File: config.mk
export PLATFORM = sky130hd
export DESIGN_NAME = block_dc_removal_q15_unit_flat
export DESIGN_NICKNAME = d
export VERILOG_FILES = /design/src/design/dcr_pkg.sv /design/src/design/dcr_ifs.sv /design/src/design/dcr_store.sv /design/src/design/dcr_div.sv /design/src/design/block_dc_removal_q15_unit.sv /design/src/flat_wrapper.sv
export SDC_FILE = /design/constraint.sdc
export NUM_CORES = 1
export LEC_CHECK = 0
export BUFFER_PORTS_ARGS = -buffer_cell sky130_fd_sc_hd__buf_2
export CORE_MARGIN = 1.5
export CORE_UTILIZATION = 56
export CTS_CLUSTER_DIAMETER = 120
export DETAILED_ROUTE_END_ITERATION = 10
export GPL_TIMING_DRIVEN = 1
export PLACE_DENSITY_LB_ADDON = 0.05
export REMOVE_ABC_BUFFERS = 1
export SLEW_MARGIN = 15
export SYNTH_ARGS = -nofsm -noshare
export SYNTH_HDL_FRONTEND = slang
export SYNTH_SLANG_ARGS = --single-unit
File: constraint.sdc
create_clock -name clk -period 2.8 [get_ports clk]
set_input_delay 0 -clock clk [delete_from_list [all_inputs] [get_ports clk]]
set_output_delay 0 -clock clk [all_outputs]
set_load 0.02 [all_outputs]
File: src/design/dcr_pkg.sv
package dcr_pkg;

    localparam int RAW_W  = 12;
    localparam int OUT_W  = 16;
    localparam int GAIN_W = 3;

    localparam logic [GAIN_W-1:0] GAIN_RESET = 3'd5;

    typedef enum logic [1:0] {
        ST_LOAD,
        ST_DIV,
        ST_EMIT
    } state_t;

endpackage

File: src/design/dcr_ifs.sv
interface dcr_in_if;
    logic                      valid;
    logic                      ready;
    logic [dcr_pkg::RAW_W-1:0] raw_sample;
    logic                      last_sample;

    modport source (output valid, output raw_sample, output last_sample, input ready);
    modport sink   (input valid, input raw_sample, input last_sample, output ready);
endinterface

interface dcr_out_if;
    logic                             valid;
    logic                             ready;
    logic signed [dcr_pkg::OUT_W-1:0] centered_value;
    logic                             last_out;

    modport source (output valid, output centered_value, output last_out, input ready);
    modport sink   (input valid, input centered_value, input last_out, output ready);
endinterface

interface dcr_cfg_if;
    logic                       valid;
    logic                       ready;
    logic [dcr_pkg::GAIN_W-1:0] gain_shift;

    modport source (output valid, output gain_shift, input ready);
    modport sink   (input valid, input gain_shift, output ready);
endinterface

File: src/design/dcr_store.sv
module dcr_store #(
    parameter int DEPTH = 64,
    parameter int WIDTH = 12,
    parameter int AW    = 6
) (
    input  logic             clk,
    input  logic             wr_en,
    input  logic [AW-1:0]    wr_addr,
    input  logic [WIDTH-1:0] wr_data,
    input  logic             rd_en,
    input  logic [AW-1:0]    rd_addr,
    output logic [WIDTH-1:0] rd_data
);

    logic [WIDTH-1:0] mem [DEPTH];
    logic [WIDTH-1:0] rd_data_reg;

    always_ff @(posedge clk)
    begin
        if (wr_en)
        begin
            mem[wr_addr] <= wr_data;
        end
    end

    // hold read data until the next read
    always_ff @(posedge clk)
    begin
        if (rd_en)
        begin
            rd_data_reg <= mem[rd_addr];
        end
    end

    assign rd_data = rd_data_reg;

endmodule

File: src/design/dcr_div.sv
module dcr_div #(
    parameter int NUM_W = 19,
    parameter int DEN_W = 7,
    parameter int QUO_W = 12
) (
    input  logic             clk,
    input  logic             rst_n,
    input  logic             start,
    input  logic [NUM_W-1:0] dividend,
    input  logic [DEN_W-1:0] divisor,
    output logic             done,
    output logic [QUO_W-1:0] quotient
);

    localparam int STEP_W = $clog2(NUM_W + 1);

    logic [NUM_W-1:0]  quo_reg, quo_next;
    logic [DEN_W-1:0]  rem_reg, rem_next;
    logic [DEN_W-1:0]  den_reg, den_next;
    logic [STEP_W-1:0] steps_reg, steps_next;
    logic              done_reg, done_next;
    logic [DEN_W:0]    trial;
    logic              fits;

    // one quotient bit per cycle, restoring
    always_comb
    begin
        trial      = {rem_reg, quo_reg[NUM_W-1]};
        fits       = (trial >= {1'b0, den_reg});
        quo_next   = quo_reg;
        rem_next   = rem_reg;
        den_next   = den_reg;
        steps_next = steps_reg;
        done_next  = 1'b0;
        if (start)
        begin
            quo_next   = dividend;
            rem_next   = '0;
            den_next   = divisor;
            steps_next = STEP_W'(NUM_W);
        end
        else if (steps_reg != '0)
        begin
            quo_next   = {quo_reg[NUM_W-2:0], fits};
            rem_next   = fits ? DEN_W'(trial - {1'b0, den_reg}) : trial[DEN_W-1:0];
            steps_next = steps_reg - STEP_W'(1);
            done_next  = (steps_reg == STEP_W'(1));
        end
    end

    always_ff @(posedge clk or negedge rst_n)
    begin
        if (!rst_n)
        begin
            steps_reg <= '0;
            done_reg  <= 1'b0;
        end
        else
        begin
            steps_reg <= steps_next;
            done_reg  <= done_next;
        end
    end

    always_ff @(posedge clk)
    begin
        quo_reg <= quo_next;
        rem_reg <= rem_next;
        den_reg <= den_next;
    end

    assign done     = done_reg;
    assign quotient = quo_reg[QUO_W-1:0];

endmodule

File: src/design/block_dc_removal_q15_unit.sv
// Block DC-offset removal with a Q15 gain shift.
//
// samples (sink): one converter sample per transaction, last_sample closes the block.
// A block also closes by itself once it holds MAX_SAMPLES samples.
// results (source): one centered value per stored sample, in arrival order, last_out
// on the final one. Value = (sample - floor(sum / count)) << gain_shift, low 16 bits.
// cfg (sink): gain_shift write, always ready; write only while the block is idle.
//
// While loading, samples.ready is high and every valid sample is stored. After the
// closing transaction the bias comes from a restoring divider, one quotient bit per
// cycle. Emitting then reads the sample memory once per result, and with a free
// receiver one result leaves per cycle. samples.ready is low from the close until the
// last result has entered the output register. The results output is registered; a
// stalled receiver holds it and stops the memory reads, nothing is dropped. Reset
// clears the sum, count, and state and sets gain_shift to 5; the sample memory is
// not cleared, only written entries are read.
module block_dc_removal_q15_unit #(
    parameter int MAX_SAMPLES = 64,
    parameter int SAMPLE_BITS = 12
) (
    input  logic      clk,
    input  logic      rst_n,
    dcr_in_if.sink    samples,
    dcr_out_if.source results,
    dcr_cfg_if.sink   cfg
);

    import dcr_pkg::*;

    localparam int SMP_W = (SAMPLE_BITS < RAW_W) ? SAMPLE_BITS : RAW_W;
    localparam int CNT_W = $clog2(MAX_SAMPLES + 1);
    localparam int SUM_W = SMP_W + CNT_W;
    localparam int AW    = (MAX_SAMPLES > 1) ? $clog2(MAX_SAMPLES) : 1;

    state_t state_reg, state_next;

    logic [GAIN_W-1:0] gain_shift_reg;
    logic [SUM_W-1:0]  sum_reg, sum_next;
    logic [CNT_W-1:0]  cnt_reg, cnt_next;
    logic [CNT_W-1:0]  rd_idx_reg, rd_idx_next;
    logic [SMP_W-1:0]  bias_reg;
    logic              start_reg;
    logic              pend_reg, pend_next;
    logic              pend_last_reg;
    logic              out_valid_reg, out_valid_next;
    logic [OUT_W-1:0]  out_value_reg;
    logic              out_last_reg;

    logic              in_ready;
    logic              emit_active;
    logic              in_acc;
    logic              close_blk;
    logic [SMP_W-1:0]  smp;
    logic              issue;
    logic              move;
    logic              blk_done;
    logic              div_done;
    logic [SMP_W-1:0]  div_quo;
    logic [SMP_W-1:0]  rd_data;
    logic [OUT_W-1:0]  diff;

    // --- configuration: always ready; the user must write it only while idle, the block itself leaves this unenforced
    assign cfg.ready = 1'b1;

    always_ff @(posedge clk or negedge rst_n)
    begin
        if (!rst_n)
        begin
            gain_shift_reg <= GAIN_RESET;
        end
        else if (cfg.valid)
        begin
            gain_shift_reg <= cfg.gain_shift;
        end
    end

    // --- load side
    assign smp       = samples.raw_sample[SMP_W-1:0];
    assign in_acc    = samples.valid && in_ready;
    assign close_blk = samples.last_sample || (cnt_reg + CNT_W'(1) == CNT_W'(MAX_SAMPLES));

    // --- emit side: one memory read in flight, then the output register
    assign move     = pend_reg && (!out_valid_reg || results.ready);
    assign issue    = emit_active && (rd_idx_reg != cnt_reg) && (!pend_reg || move);
    assign blk_done = move && pend_last_reg;
    assign diff     = OUT_W'(rd_data) - OUT_W'(bias_reg);

    // next state
    always_comb
    begin
        state_next = state_reg;
        case (state_reg)
            ST_LOAD:
            begin
                if (in_acc && close_blk)
                begin
                    state_next = ST_DIV;
                end
            end
            ST_DIV:
            begin
                if (div_done)
                begin
                    state_next = ST_EMIT;
                end
            end
            ST_EMIT:
            begin
                if (blk_done)
                begin
                    state_next = ST_LOAD;
                end
            end
            default:
            begin
                state_next = ST_LOAD;
            end
        endcase
    end

    // state outputs
    always_comb
    begin
        in_ready    = 1'b0;
        emit_active = 1'b0;
        case (state_reg)
            ST_LOAD: in_ready    = 1'b1;
            ST_EMIT: emit_active = 1'b1;
            default:
            begin
                in_ready    = 1'b0;
                emit_active = 1'b0;
            end
        endcase
    end

    // accumulate while loading, clear when the last result enters the output register; emit read index and flags
    always_comb
    begin
        sum_next       = sum_reg;
        cnt_next       = cnt_reg;
        rd_idx_next    = rd_idx_reg;
        pend_next      = pend_reg;
        out_valid_next = out_valid_reg;
        if (in_acc)
        begin
            sum_next = sum_reg + SUM_W'(smp);
            cnt_next = cnt_reg + CNT_W'(1);
        end
        if (blk_done)
        begin
            sum_next = '0;
            cnt_next = '0;
        end
        if (div_done)
        begin
            rd_idx_next = '0;
        end
        else if (issue)
        begin
            rd_idx_next = rd_idx_reg + CNT_W'(1);
        end
        if (issue)
        begin
            pend_next = 1'b1;
        end
        else if (move)
        begin
            pend_next = 1'b0;
        end
        if (move)
        begin
            out_valid_next = 1'b1;
        end
        else if (results.ready)
        begin
            out_valid_next = 1'b0;
        end
    end

    always_ff @(posedge clk or negedge rst_n)
    begin
        if (!rst_n)
        begin
            state_reg     <= ST_LOAD;
            sum_reg       <= '0;
            cnt_reg       <= '0;
            rd_idx_reg    <= '0;
            start_reg     <= 1'b0;
            pend_reg      <= 1'b0;
            out_valid_reg <= 1'b0;
        end
        else
        begin
            state_reg     <= state_next;
            sum_reg       <= sum_next;
            cnt_reg       <= cnt_next;
            rd_idx_reg    <= rd_idx_next;
            start_reg     <= in_acc && close_blk;
            pend_reg      <= pend_next;
            out_valid_reg <= out_valid_next;
        end
    end

    // payload registers
    always_ff @(posedge clk)
    begin
        if (div_done)
        begin
            bias_reg <= div_quo;
        end
        if (issue)
        begin
            pend_last_reg <= (rd_idx_reg + CNT_W'(1) == cnt_reg);
        end
        if (move)
        begin
            out_value_reg <= diff << gain_shift_reg;
            out_last_reg  <= pend_last_reg;
        end
    end

    assign samples.ready          = in_ready;
    assign results.valid          = out_valid_reg;
    assign results.centered_value = out_value_reg;
    assign results.last_out       = out_last_reg;

    dcr_store #(
        .DEPTH (MAX_SAMPLES),
        .WIDTH (SMP_W),
        .AW    (AW)
    ) u_store (
        .clk     (clk),
        .wr_en   (in_acc),
        .wr_addr (cnt_reg[AW-1:0]),
        .wr_data (smp),
        .rd_en   (issue),
        .rd_addr (rd_idx_reg[AW-1:0]),
        .rd_data (rd_data)
    );

    dcr_div #(
        .NUM_W (SUM_W),
        .DEN_W (CNT_W),
        .QUO_W (SMP_W)
    ) u_div (
        .clk      (clk),
        .rst_n    (rst_n),
        .start    (start_reg),
        .dividend (sum_reg),
        .divisor  (cnt_reg),
        .done     (div_done),
        .quotient (div_quo)
    );

endmodule

File: src/flat_wrapper.sv
// flat-port wrapper written by rule: the top's interface ports become plain ports
module block_dc_removal_q15_unit_flat import dcr_pkg::*;
#(
    parameter int MAX_SAMPLES = 64,
    parameter int SAMPLE_BITS = 12
)
  (clk, rst_n, samples_valid, samples_raw_sample, samples_last_sample, samples_ready, results_valid, results_centered_value, results_last_out, results_ready, cfg_valid, cfg_gain_shift, cfg_ready);
  dcr_in_if samples_i ();
  dcr_out_if results_i ();
  dcr_cfg_if cfg_i ();
  input  logic clk;
  input  logic rst_n;
  input wire logic [$bits(samples_i.valid)-1:0] samples_valid;
  input wire logic [$bits(samples_i.raw_sample)-1:0] samples_raw_sample;
  input wire logic [$bits(samples_i.last_sample)-1:0] samples_last_sample;
  output wire logic [$bits(samples_i.ready)-1:0] samples_ready;
  output wire logic [$bits(results_i.valid)-1:0] results_valid;
  output wire logic [$bits(results_i.centered_value)-1:0] results_centered_value;
  output wire logic [$bits(results_i.last_out)-1:0] results_last_out;
  input wire logic [$bits(results_i.ready)-1:0] results_ready;
  input wire logic [$bits(cfg_i.valid)-1:0] cfg_valid;
  input wire logic [$bits(cfg_i.gain_shift)-1:0] cfg_gain_shift;
  output wire logic [$bits(cfg_i.ready)-1:0] cfg_ready;
  assign samples_i.valid = samples_valid;
  assign samples_i.raw_sample = samples_raw_sample;
  assign samples_i.last_sample = samples_last_sample;
  assign samples_ready = samples_i.ready;
  assign results_valid = results_i.valid;
  assign results_centered_value = results_i.centered_value;
  assign results_last_out = results_i.last_out;
  assign results_i.ready = results_ready;
  assign cfg_i.valid = cfg_valid;
  assign cfg_i.gain_shift = cfg_gain_shift;
  assign cfg_ready = cfg_i.ready;
  block_dc_removal_q15_unit #(.MAX_SAMPLES(MAX_SAMPLES), .SAMPLE_BITS(SAMPLE_BITS)) u_core (.clk(clk), .rst_n(rst_n), .samples(samples_i), .results(results_i), .cfg(cfg_i));
endmodule
==> impl_metrics.ini, run 1 <==
[run_status]
status = finished, final reports clean

[die]
io_pins = 41
rows = 93
dieWidth_um = 257.7
core_sq_um = 64230
initial_core_util_pct = 56.56
die_y_um = 257.7
die_area_sq_um = 66410

[global_routing]
antenna_found_initial = 1
overflow = 0
grt_pass1_wl_mm = 121.0
grt_max_degree = 65
grt_pass1_vias = 18500
grt.total_usage_pct = 24.88

[critical_path]
critPathLaunchType = flop
worstPathArrival_ns = 3.13
required_ns = 3.26
ff2ff_path_depth = 9
critPathMaxFanout = 5
slowest_delay_ns = 0.53
crit_slowest_cell = edfxtp_1
critPathKind = flop to flop
crit_chain = inv_2, fa_2, nand2b_4, a211oi_4, o21ai_2, xnor2_2, mux2i_1, mux2_2, a211oi_1
end_kind = flop

[power]
seqPwrFrac_pct = 44.2
combPwrFrac_pct = 25.2
irDropWorstVdd_mv = 0.7047
switching_share_pct = 28.48
p_leak_uw = 0.01354
intPower_uw = 26170
p_switching_uw = 10420
cellPowerDensity_nw_per_um2 = 885.6
clock_power_share_pct = 30.6

[logic_synthesis]
synth_xor_area_share_pct = 1.057
synth_compound_area_share_pct = 3.310
synthMuxAreaShare_pct = 15.89
ys_seq_elements = 890
synthFlopType = edfxtp_1
synth_top_family_by_area = multiplexers
yosysSeqAreaShare_pct = 72.74
synthSimpleGateAreaFrac_pct = 3.823
synthCells = 1875
postSynthAreaPerCell_sq_um = 19.37
synth_area_sq_um = 36330
synth-async-reset-ratio_pct = 5.281
synth-edff-count = 836
synth_fa_ha_area_share_pct = 1.405
synth.distinct_cells = 68
ys_warn_count = 0

[layout]
final_cell_mix = edfxtp_1 (836), mux4_2 (240), nor2_1 (130)
area_growth_syn_to_layout_pct = 13.73
largest_reg_flops = 768
fin_util_pct = 64.32
nFillCells = 4388
nets = 2117
n_antenna_cell = 0
drive_gt1_share_pct = 27.24
layout_commonest_cell = edfxtp_1

[placement]
gp_congestion = 0.8508
place.port_buffers = 39
hpwlAfterDp_mm = 53.17

[sta]
period_minus_slack_ns = 2.664
final_max_slew_viol_count = 0
fmax_ghz = 0.3754
relSlewSlack_pct = 33.94
tightestPinTransition_ns = 0.9910
final_hold_viol_count = 0
setup_tns_ns = 0
fin_skew_ns = 0.01919
fin_crit_sh_pct = 95.15
finalSetupViolCount = 0

[worst_hold_path]
min_path_type = input pin to async pin

[detailed_routing]
maxUsedRoutingLayer = met5
met3_wirelength_mm = 4.368
wl_met1_mm = 35.90
via_per_inst = 6.110
first_pass_iters = 5
drt-total-wl_mm = 80.80
wl_per_cell_um = 27.08
drt-initial-drc-count = 1718
drcViolationCount = 0
met2_wirelength_mm = 38.75
vias = 18230
ant_nets = 0

[clock_tree]
htree_levels = 3
cts_num_sinks = 890
cts_buffers = 90
clock-root-buffer = clkbuf_16
clk_pin_slew_worst_paths_ns = 0.06
cts_tree = yes
post-cts-setup-buffers = 0
clkLatencyLatePin_ns = 0.64
clockBufferDepth = 3

[job]
max_cap_violations = 0
[Yosys cell counts, types with 15 or more instances]
master / instances / share of area (%)
a21oi_1: 50 / 0.69
a22oi_1: 26 / 0.54
buf_1: 16 / 0.17
clkbuf_1: 57 / 0.59
dfrtp_1: 45 / 3.1
edfxtp_1: 836 / 69
ha_1: 36 / 1.2
inv_1: 42 / 0.43
mux2_2: 22 / 0.68
mux4_2: 240 / 15
nand2_1: 75 / 0.77
nand3_1: 19 / 0.26
nor2_1: 130 / 1.3
o21ai_0: 27 / 0.37
xnor2_1: 27 / 0.65
xor2_1: 15 / 0.36
[metrics by stage]
stage	hold slack, ns	setup slack, ns	cell area, sq um	std cells	total power (uW)
finish	0.04755	0.1358	41310	2984	36590
global route	0.08251	-0.006986	41310	2984	38090
CTS	0.04138	-0.04196	41280	2984	36910
detailed placement	0.1920	-0.06254	38310	2800	25690
global placement	0.1901	-0.01468	38310	2800	25550
floorplan	-0.2956	-6.631	35850	1775	22250
[critical path: cells and delay by family (launching register included)]
family	cells	cell delay, ns
multiplexers	2	0.39
AND/OR/NAND/NOR	1	0.16
XOR/XNOR	1	0.24
buffers and inverters	1	0.07
flip-flops	1	0.53
adder cells (fa/ha/maj)	1	0.40
AO/OA/AOI/OAI	3	0.69
[area by class of cell]
| class | instances | area [sq um] | share of cell area, % |
|---|---|---|---|
| tap | 855 | 1070 | 2.589 |
| clock buffer | 116 | 2360 | 5.712 |
| sequential | 890 | 26440 | 63.99 |
| clock inverter | 48 | 390.4 | 0.9449 |
| inverter | 43 | 161.4 | 0.3907 |
| timing repair buffer | 190 | 1579 | 3.822 |
| multi-input combinational | 842 | 9318 | 22.55 |
[worst paths after layout]
kind	from	endpoint	slack, ns
worst max register to register	u_core.u_store.rd_data[1]	u_core.results.centered_value[12]	0.14
worst max-delay path	u_core.u_store.rd_data[1]	u_core.results.centered_value[12]	0.14
worst min-delay path	rst_n	u_core.gain_shift_reg[1]	0.05
max in group asynchronous	rst_n	u_core.sum_reg[9]	2.02
worst min register to register	u_core.u_div.quo_reg[10]	u_core.bias_reg[10]	0.44
min in group clk	samples_raw_sample[1]	u_core.u_store.mem[52][1]	0.08
[cells by family (layout without fill, tap and decap cells)]
family	after synthesis	count (layout)
other	1	1
buffers and inverters	143	397
AO/OA/AOI/OAI	180	180
flip-flops	890	890
adder cells (fa/ha/maj)	39	39
AND/OR/NAND/NOR	305	305
multiplexers	274	274
XOR/XNOR	43	43
[power by group through the flow]
stage	clock network, uW	logic (uW)	registers [uW]
5_1_grt	11900	9960	16200
3_5_place_dp	0	9270	16400
6_report	11200	9240	16200
4_1_cts	11400	9340	16100
2_1_floorplan	0	5520	16700
3_3_place_gp	0	9150	16400
[timing repair]
item                       CTS  global route
pin swaps                    0             7
gates cloned                 0             0
hold endpoints to repair   202             0
setup endpoints to repair    3            11
gates resized for setup      2             8
hold buffers                20             0
[layer usage]
layer  vias up  GRT usage (%)
li1       7982              -
met1      9606          36.91
met2       524          39.32
met3       117          3.838
met4         2          6.530
met5         -              0
No activity file was read; power rests on OpenSTA's default activity.
==> run 2, diff against run 1 <==
Settings changed: CORE_UTILIZATION 56 to 55.
==> impl_metrics.ini, run 2 (synthesis gave the netlist of run 1 again) <==
[run_status]
status = finished, final reports clean

[layout]
multiInputGateArea_sq_um = 9387
final_cell_mix = edfxtp_1 (836), mux4_2 (240), buf_4 (187)
n_antenna_cell = 0
layout_commonest_cell = edfxtp_1
largest_reg_flops = 768
area_growth_syn_to_layout_pct = 16.49
nets = 2198
drive_gt1_share_pct = 30.66
regArea_sq_um = 26440
fin_util_pct = 64.60
nFillCells = 4418
fin_area_sq_um = 42320

[power]
clock_power_share_pct = 31.1
irDropWorstVdd_mv = 0.7156
p_leak_uw = 0.01409
p_switching_uw = 10670
seqPwrFrac_pct = 42.2
cellPowerDensity_nw_per_um2 = 903.7
switching_share_pct = 27.89
intPower_uw = 27580
combPwrFrac_pct = 26.7

[placement]
gp_congestion = 0.8396
hpwlAfterDp_mm = 56.79
place.port_buffers = 39
dp_slack_ns = -0.3440
placed_cell_area_sq_um = 38730

[global_routing]
grt_pass1_vias = 19060
overflow = 0
grt_max_degree = 65
antenna_found_initial = 2
grt.total_usage_pct = 26.60
grt_pass1_wl_mm = 129.0

[worst_hold_path]
min_path_type = input pin to flop
hold_path_depth = 5
min_from = samples_raw_sample[2]

[sta]
fin_crit_sh_pct = 97.74
relSlewSlack_pct = 31.79
worst_hold_slack_ns = 0.03347
fmax_ghz = 0.3654
finalSetupViolCount = 0
period_minus_slack_ns = 2.737
final_max_slew_viol_count = 0
fin_skew_ns = 0.02777
setup_ws_ns = 0.06340
final_hold_viol_count = 0
rsz0062_at_grt = yes
tightestPinTransition_ns = 1.023

[critical_path]
end_kind = flop
startpoint = u_core.rd_idx_reg[0]
worstPathArrival_ns = 3.12
rr_startpoint = u_core.rd_idx_reg[0]
ff2ff_path_depth = 8
required_ns = 3.18
critPathKind = flop to flop
critPathLaunchType = flop
critPathMaxFanout = 11

[clock_tree]
cts_num_sinks = 890
clockBufferDepth = 3
clock-root-buffer = clkbuf_16
clk_pin_slew_worst_paths_ns = 0.06
cts_buffers = 90
clkLatencyLatePin_ns = 0.64
htree_levels = 3
cts_tree = yes

[die]
io_pins = 41
core_sq_um = 65510
rows = 94
die_area_sq_um = 67600
dieWidth_um = 260
die_y_um = 260
initial_core_util_pct = 55.45

[detailed_routing]
drt-total-wl_mm = 87.71
wl_per_cell_um = 28.52
via_per_inst = 6.137
ant_nets = 0
first_pass_iters = 5
drcViolationCount = 0
vias = 18870
drt-initial-drc-count = 1844

[job]
max_cap_violations = 0
==> run 2: changes by cell type in the layout (fill, tap and decap cells not counted), sizes merged <==
| cell | before | now |
|---|---|---|
| dlygate4sd3 | 20 | 17 |
| inv | 45 | 47 |
| bufinv | 3 | 9 |
| buf | 170 | 253 |
| clkinv | 41 | 35 |
==> run 2: power groups by stage <==
stage          clock, uW  sequential [uW]  combinational (uW)
2_1_floorplan          0            16700                5520
3_3_place_gp           0            16400                9500
3_5_place_dp           0            16400                9620
4_1_cts            12100            16100                9810
5_1_grt            12600            16200               11000
6_report           11900            16100               10200
==> run 2: through the flow <==
stage                     instances  total power, uW   TNS, ns
final                          3075            38240         0
after detailed placement       2856            26040   -0.7307
after global routing           3075            39790  -0.01397
after floorplan                1775            22250   -207.13
after global placement         2856            25910   -0.5559
after CTS                      3043            38030         0
==> run 2: routing by layer <==
metal / vias up / global-route usage [%] / part of all wire, %
met4: 0 / 7.574 / 2.4
li1: 8135 / - / -
met1: 10030 / 37.42 / 42
met3: 111 / 3.840 / 5.2
met5: - / 0 / 0
met2: 592 / 43.91 / 50
==> run 2: cell type report <==
class | count | area share (%)
repair buffers | 271 | 5.529
flip-flops and latches | 890 | 62.47
clock buffers | 115 | 5.718
clock inverters | 50 | 1.171
inverters | 43 | 0.3814
multi-input cells | 842 | 22.18
well taps | 864 | 2.554
==> run 2: repair_timing <==
action / CTS / global route
hold buffers: 17 / 0
gates resized for setup: 9 / 18
pin swaps: 4 / 7
endpoints found under the hold margin: 105 / 0
endpoints found under the setup margin: 6 / 13
buffers inserted: 5 / 32
gates cloned: 0 / 1
==> run 2: path summary, 6_finish.rpt <==
path	to	slack, ns
max	u_core.u_store.rd_data[8]	0.06
min	u_core.sum_reg[2]	0.03
max reg2reg	u_core.u_store.rd_data[8]	0.06
min reg2reg	u_core.bias_reg[4]	0.45
max in group asynchronous	u_core.rd_idx_reg[1]	1.27
min in group asynchronous	u_core.gain_shift_reg[0]	0.47
==> run 2: worst max-delay path, cell delays in order, from the launching register on <==
cell and delay (ns):
dfrtp_4 0.43, buf_12 0.18, buf_4 0.20, buf_12 0.16, buf_4 0.12, mux4_2 0.50, mux4_2 0.49, a22oi_1 0.32
nand2_1 0.09
==> run 3, diff against run 2 <==
Settings changed: CORE_UTILIZATION 55 to 52, CTS_BUF_LIST from default to sky130_fd_sc_hd__clkbuf_8.
==> impl_metrics.ini, run 3 (synthesis gave the netlist of run 1 again) <==
[detailed_routing]
vias = 18630
drt-initial-drc-count = 1732
via_per_inst = 5.891
ant_nets = 0
drt-total-wl_mm = 83.52
wl_per_cell_um = 26.40
drcViolationCount = 0
first_pass_iters = 5

[sta]
fmax_ghz = 0.3742
fin_crit_sh_pct = 95.43
worst_hold_slack_ns = 0.08323
final_hold_viol_count = 0
tightestPinTransition_ns = 0.9834
setup_tns_ns = 0
period_minus_slack_ns = 2.672
fin_skew_ns = 0.03219
final_max_slew_viol_count = 0
finalSetupViolCount = 0
relSlewSlack_pct = 34.44
setup_ws_ns = 0.1279

[critical_path]
required_ns = 3.30
critPathLaunchType = flop
critPathBufInv = 2
critPathMaxFanout = 22
critPathTopFamily = multiplexers
worstPathArrival_ns = 3.18
critPathKind = flop to flop
crit_slowest_cell = mux4_2
crit_chain = buf_12, buf_12, mux4_2, mux4_2, a22oi_1, nand2_1
slowest_delay_ns = 0.58
end_kind = flop

[placement]
placed_cell_area_sq_um = 38510
gp_congestion = 0.8339
dp.cells = 2880
place.port_buffers = 39
hpwlAfterDp_mm = 54.05
dp_slack_ns = 0.05565

[die]
die_area_sq_um = 71450
core_sq_um = 68830
io_pins = 41
rows = 96
dieWidth_um = 267.3
initial_core_util_pct = 52.78
die_y_um = 267.3

[layout]
nFillCells = 5085
final_cells = 3163
nets = 2183
multiInputGateArea_sq_um = 9300
layout_commonest_cell = edfxtp_1
area_growth_syn_to_layout_pct = 13.93
regArea_sq_um = 26440
fin_area_sq_um = 41390
largest_reg_flops = 768
drive_gt1_share_pct = 28.40
final_cell_mix = edfxtp_1 (836), mux4_2 (240), clkbuf_8 (153)

[power]
irDropWorstVdd_mv = 0.5016
p_leak_uw = 0.01380
cellPowerDensity_nw_per_um2 = 862.1

[clock_tree]
clkLatencyLatePin_ns = 0.78
clk_pin_slew_worst_paths_ns = 0.06
cts_buffers = 144
cts_num_sinks = 890
clock-root-buffer = clkbuf_8
cts_tree = yes
clockBufferDepth = 3
post-cts-setup-buffers = 0
htree_levels = 4

[global_routing]
grt.total_usage_pct = 24.27
grt_pass1_wl_mm = 124.5
overflow = 0
antenna_found_initial = 3
grt_max_degree = 65
grt_pass1_vias = 19060

[job]
max_cap_violations = 0

[run_status]
status = finished, final reports clean

[worst_hold_path]
min_path_type = input pin to flop
run 3: worst reg2reg max path: cells and delay by family, from the launching register on:
kind | cells | cell delay (ns)
AOI/OAI and AO/OA | 1 | 0.22
and+or+nand+nor | 1 | 0.08
buffers and inverters | 2 | 0.49
DFF | 1 | 0.51
muxes | 2 | 1.11
run 3: path summary, 6_finish.rpt:
path                                               from                          to  slack (ns)  cells past startpoint
worst max-delay path               u_core.rd_idx_reg[0]  u_core.u_store.rd_data[11]        0.13                      6
worst min-delay path                      results_ready             u_core.pend_reg        0.08                      5
worst max register to register     u_core.rd_idx_reg[0]  u_core.u_store.rd_data[11]        0.13                      6
worst min register to register  u_core.u_div.quo_reg[3]          u_core.bias_reg[3]        0.43                      0
max in group asynchronous                         rst_n        u_core.rd_idx_reg[0]        2.17                      4
min in group asynchronous                         rst_n    u_core.gain_shift_reg[2]        0.36                      3
run 3: layout make-up:
cell class / instances / share of cell area, %
Sequential cell: 890 / 63.87
Antenna cell: 3 / 0.01814
Timing Repair Buffer: 202 / 4.287
Clock buffer: 153 / 5.088
Clock inverter: 99 / 1.058
Tap cell: 931 / 2.815
Inverter: 43 / 0.3900
Multi-Input combinational cell: 842 / 22.47
run 3: routing by layer:
layer	vias to the layer above	GRT usage [%]	share of wire [%]
met5	-	0	0.014
met4	2	6.818	1.5
met3	109	5.094	6.0
met2	561	37.96	48
met1	9845	34.91	44
li1	8117	-	-
run 3: what timing repair did:
action	in CTS	in global routing
gates resized for setup	0	7
endpoints found under the setup margin	0	6
hold buffers	28	0
hold endpoints to repair	608	0
run 3: power by group:
group | internal, uW | switching (uW) | total [uW]
clock network | 5050 | 4990 | 10000
logic | 4580 | 4910 | 9500
registers | 15400 | 724 | 16100
run 3: stage by stage:
stage	utilization, %	total power (uW)
CTS	60.07	36050
global placement	55.95	25840
global route	60.13	37310
detailed placement	55.95	25930
finish	60.13	35680
floorplan	-	22250
